File: config.mk
export PLATFORM = sky130hd
export DESIGN_NAME = opta_ram
export DESIGN_NICKNAME = d
export VERILOG_FILES = /design/src/rtl/core/opta_ram.sv
export SDC_FILE = /design/constraint.sdc
export NUM_CORES = 1
export LEC_CHECK = 0
export BUFFER_PORTS_ARGS = -buffer_cell sky130_fd_sc_hd__buf_4
export CAP_MARGIN = 30
export CORE_AREA = 2 2 111 113
export CTS_CLUSTER_SIZE = 8
export DETAILED_ROUTE_END_ITERATION = 10
export DIE_AREA = 0 0 113 115
export SETUP_SLACK_MARGIN = 0.15
export SLEW_MARGIN = 15
export SYNTH_ARGS = -nofsm -noshare
export SYNTH_HDL_FRONTEND = slang
export SYNTH_SLANG_ARGS = --single-unit
File: constraint.sdc
create_clock -name clock -period 6.2 [get_ports clock]
set_clock_uncertainty 0.1 [all_clocks]
set_input_delay 1.24 -clock clock [delete_from_list [all_inputs] [get_ports clock]]
set_output_delay 1.24 -clock clock [all_outputs]
set_load 0.02 [all_outputs]
File: src/rtl/core/opta_ram.sv
`timescale 1ns / 1ps
// opta_ram: generic simple dual-port ram, one write and one registered read
// standalone, no package
module opta_ram #(
   parameter int WIDTH = 8,
   parameter int DEPTH = 16
) (
   input  logic                     clock,
   input  logic                     wr_en,
   input  logic [$clog2(DEPTH)-1:0] wr_addr,
   input  logic [WIDTH-1:0]         wr_data,
   input  logic                     rd_en,
   input  logic [$clog2(DEPTH)-1:0] rd_addr,
   output logic [WIDTH-1:0]         rd_data
);

   logic [WIDTH-1:0] mem_ff [DEPTH];
   logic [WIDTH-1:0] rd_data_ff;

   always_ff @(posedge clock) begin
      if (wr_en) begin
         mem_ff[wr_addr] <= wr_data;
      end
      if (rd_en) begin
         rd_data_ff <= mem_ff[rd_addr];
      end
   end

   assign rd_data = rd_data_ff;

endmodule

==> flow_summary.html <==
<table>
<tr><th>Metric</th><th>Value</th></tr>
<tr><th colspan="2">GRT</th></tr>
<tr><td>Wire length of the first global-routing pass</td><td>14400 um</td></tr>
<tr><td>Total overflow reported by the global router</td><td>0</td></tr>
<tr><td>Number of global-route vias before repair</td><td>2457</td></tr>
<tr><td>Antenna violations before repair</td><td>0</td></tr>
<tr><td>Maximum number of pins on one net before global-route repair</td><td>33</td></tr>
<tr><td>Combined global-route utilization of all metal layers</td><td>15.8%</td></tr>
<tr><th colspan="2">Synthesis</th></tr>
<tr><td>Most numerous cell types in the synthesized netlist</td><td>136 x sky130_fd_sc_hd__edfxtp_1, 18 x sky130_fd_sc_hd__mux4_2, 16 x sky130_fd_sc_hd__a22oi_1, 14 x sky130_fd_sc_hd__mux4_1, 13 x sky130_fd_sc_hd__nor2_1</td></tr>
<tr><td>Cell area after synthesis</td><td>5230 um2</td></tr>
<tr><td>Library cell occupying the most area in the post-synthesis netlist</td><td>sky130_fd_sc_hd__edfxtp_1</td></tr>
<tr><td>Mux share of post-synthesis cell area</td><td>14.8%</td></tr>
<tr><td>Main combinational cell family by area after synthesis</td><td>multiplexers</td></tr>
<tr><td>Async S/R FF share, synth</td><td>0%</td></tr>
<tr><td>Cells taking the most area after synthesis</td><td>sky130_fd_sc_hd__edfxtp_1 78%, sky130_fd_sc_hd__mux4_2 7.8%, sky130_fd_sc_hd__mux4_1 7.0%</td></tr>
<tr><td>Number of distinct library cells after synthesis</td><td>18</td></tr>
<tr><td>Post-synthesis cell count</td><td>229</td></tr>
<tr><td>Flop and latch count out of synthesis</td><td>136</td></tr>
<tr><td>Synthesized net count</td><td>248</td></tr>
<tr><td>Complex-gate fraction of the synthesized area</td><td>2.30%</td></tr>
<tr><td>Synthesized area per cell</td><td>22.8 um2</td></tr>
<tr><td>Synth warn</td><td>0</td></tr>
<tr><td>Post-Synth Simple-Gate Area</td><td>3.14%</td></tr>
<tr><td>Prevailing post-synth register cell</td><td>sky130_fd_sc_hd__edfxtp_1</td></tr>
<tr><td>Xor-xnor portion of the synthesized cell area</td><td>0%</td></tr>
<tr><td>Number of enable flip-flop cells after synthesis</td><td>136</td></tr>
<tr><td>Most frequently used cell type in the post-synthesis netlist</td><td>sky130_fd_sc_hd__edfxtp_1</td></tr>
<tr><td>Sequential fraction of the synthesis area</td><td>78.1%</td></tr>
<tr><td>Adder and majority gate portion of the synthesized area</td><td>0%</td></tr>
<tr><td>Top cell type's share of synthesized area</td><td>78.1%</td></tr>
<tr><th colspan="2">Worst setup path</th></tr>
<tr><td>Arrival time worst endpoint</td><td>2790 ps</td></tr>
<tr><td>Critical Path End Type</td><td>flop</td></tr>
<tr><td>Crit Path Class</td><td>in2reg</td></tr>
<tr><td>Required time reported for the critical path endpoint</td><td>6250 ps</td></tr>
<tr><td>CP max FO</td><td>32</td></tr>
<tr><td>CP max stage cell</td><td>sky130_fd_sc_hd__mux4_1</td></tr>
<tr><td>Critical Path Max Stage Delay</td><td>650 ps</td></tr>
<tr><td>Launching element type of the critical path</td><td>input pin</td></tr>
<tr><td>Reg2reg setup slack</td><td>4560 ps</td></tr>
<tr><td>R2r worst-path depth</td><td>3</td></tr>
<tr><td>Cell-by-cell listing of the critical path</td><td>buf_4 &gt; mux4_1 &gt; a22oi_1 &gt; nand2_1</td></tr>
<tr><th colspan="2">Floorplanning</th></tr>
<tr><td>Effective utilization at floorplan</td><td>44.3%</td></tr>
<tr><td>Die width</td><td>113 um</td></tr>
<tr><td>Core ar.</td><td>11800 um2</td></tr>
<tr><td>Total number of placement rows</td><td>40</td></tr>
<tr><td>Die area</td><td>13000 um2</td></tr>
<tr><td>Die Y</td><td>115 um</td></tr>
<tr><td>Count of boundary I/O pins</td><td>27</td></tr>
<tr><th colspan="2">STA</th></tr>
<tr><td>Fin crit share</td><td>44.1%</td></tr>
<tr><td>Period minus WS final</td><td>2730 ps</td></tr>
<tr><td>Highest attainable clock frequency</td><td>0.366 GHz</td></tr>
<tr><td>Setup repair after global routing missed its margin</td><td>no</td></tr>
<tr><td>Worst Setup Slack, final</td><td>3470 ps</td></tr>
<tr><td>Count of endpoints failing setup in the final report</td><td>0</td></tr>
<tr><td>Worst slew margin</td><td>39.3%</td></tr>
<tr><td>Final Max Tran Viols</td><td>0</td></tr>
<tr><td>Worst-Margin Slew</td><td>907 ps</td></tr>
<tr><td>Number of hold-slack violations in the final timing report</td><td>0</td></tr>
<tr><td>Sum Neg Setup Slack</td><td>0 ps</td></tr>
<tr><th colspan="2">Hold path</th></tr>
<tr><td>Worst min-delay path category</td><td>reg2reg</td></tr>
<tr><td>Number of cells on the worst hold path</td><td>3</td></tr>
<tr><th colspan="2">Clock tree</th></tr>
<tr><td>CTS Hold Buffers Added</td><td>0</td></tr>
<tr><td>Clock latency at the later pin of the worst-skew pair</td><td>400 ps</td></tr>
<tr><td>Post-CTS Setup Inserts</td><td>0</td></tr>
<tr><td>Buffer cell driving the clock tree root</td><td>sky130_fd_sc_hd__clkbuf_16</td></tr>
<tr><td>Clock buffer depth</td><td>2</td></tr>
<tr><td># H-tree levels</td><td>4</td></tr>
<tr><td># resized after CTS</td><td>0</td></tr>
<tr><td>Inserted Clock Buffers</td><td>17</td></tr>
<tr><td>Sink Count</td><td>136</td></tr>
<tr><td>CTS tree</td><td>yes</td></tr>
<tr><td>Worst-path clk slew</td><td>60 ps</td></tr>
<tr><th colspan="2">Placed design</th></tr>
<tr><td>DPL Wire Length</td><td>5860 um</td></tr>
<tr><td>Post-placement setup slack</td><td>3050 ps</td></tr>
<tr><td>Final estimated routing congestion in global placement</td><td>0.721</td></tr>
<tr><td>Port bufs</td><td>26</td></tr>
<tr><th colspan="2">Power</th></tr>
<tr><td>Power per cell area</td><td>349 nW/um2</td></tr>
<tr><td>Total leakage power</td><td>0.00206 uW</td></tr>
<tr><td>Max rail drop VDD</td><td>0.000161 V</td></tr>
<tr><th colspan="2">Outcome</th></tr>
<tr><td>Violated checks</td><td>design-rule violations</td></tr>
<tr><td>Status</td><td>finished with violations</td></tr>
<tr><th colspan="2">Routing</th></tr>
<tr><td>Starting DRT DRC Count</td><td>179</td></tr>
<tr><td>Vias</td><td>2374</td></tr>
<tr><td>Count of nets left with antenna violations after detail routing</td><td>0</td></tr>
<tr><td>Aggregate routed wire length</td><td>9690 um</td></tr>
<tr><td>Detailed-routing iteration count for the pre-antenna-repair pass</td><td>8</td></tr>
<tr><td>Wire length per cell</td><td>22.6 um</td></tr>
<tr><td>Residual DRC</td><td>3</td></tr>
<tr><td>Mean number of vias per cell</td><td>5.53</td></tr>
<tr><th colspan="2">Layout</th></tr>
<tr><td>Total inserted antenna cells</td><td>0</td></tr>
<tr><td>Proportion of layout cells with a drive suffix above 1</td><td>27.7%</td></tr>
<tr><td>Layout overhead on the synthesized area</td><td>17.7%</td></tr>
<tr><td>Final layout net count</td><td>288</td></tr>
<tr><th colspan="2">Run</th></tr>
<tr><td>Max_cap viols</td><td>0</td></tr>
</table>
==> power by group <==
| part | internal [uW] | switching, uW | leakage (uW) | total (uW) |
|---|---|---|---|---|
| registers | 1040 | 5.00 | 0.00124 | 1040 |
| clock network | 667 | 342 | 0.000296 | 1010 |
| logic | 41.9 | 57.6 | 0.000523 | 99.5 |
==> logic make-up after synthesis <==
group / Yosys count
muxes: 32
AOI/OAI and AO/OA: 16
DFF: 136
and+or+nand+nor: 35
buffers and inverters: 10
==> placed cells by master, fill, tap and decap left out, drive strengths merged, types with 2 or more instances in the layout <==
cell type  instances
a22oi             16
buf               31
bufinv             4
clkbuf            21
clkinv             7
edfxtp           136
mux4              32
nand2              9
nand2b             2
nand3b             2
nor2              13
nor3               4
==> state kept, by name, indices dropped and copies added, names as in the netlist <==
name,cells
mem_ff,128
rd_data,8
==> area by class of cell <==
cell class | count | area [um2]
clock buffers | 21 | 440
fillers | 947 | 5660
repair buffers | 31 | 230
flip-flops and latches | 136 | 4080
multi-input cells | 83 | 1060
clock inverters | 11 | 154
well taps | 147 | 184
==> per-stage QoR <==
stage	instance area, um2	hold slack (ps)	util (%)	instances	total power, uW
after floorplan	5230	605	-	229	1120
after global placement	5540	626	46.9	394	1160
after detailed placement	5550	638	46.9	395	1160
after CTS	6140	647	52.0	427	2160
after global routing	6150	681	52.1	429	2210
final	6150	643	52.1	429	2150
==> per-layer routing <==
layer  global-route usage (%)  wire length, um  share of wire [%]  vias to the layer above
li1                         -                -                  -                     1060
met1                     20.6             4080                 42                     1222
met2                     26.2             4890                 50                       81
met3                     4.43              611                6.3                       11
met4                     5.20              109                1.1                        0
met5                        0                0                  0                        -
==> worst max-delay path, delay by kind of cell <==
family                 cells  cell delay [ps]
muxes                      1              650
and+or+nand+nor            1               90
buffers and inverters      1              480
AOI/OAI and AO/OA          1              310
==> final timing paths <==
path,start,end
worst max register to register,mem_ff[1][1]$_DFFE_PP_,rd_data[1]$_DFFE_PP_
worst min register to register,mem_ff[12][4]$_DFFE_PP_,rd_data[4]$_DFFE_PP_
worst min-delay path,mem_ff[12][4]$_DFFE_PP_,rd_data[4]$_DFFE_PP_
worst max-delay path,rd_addr[0],rd_data[1]$_DFFE_PP_
Power figures use the tool's default switching activity.
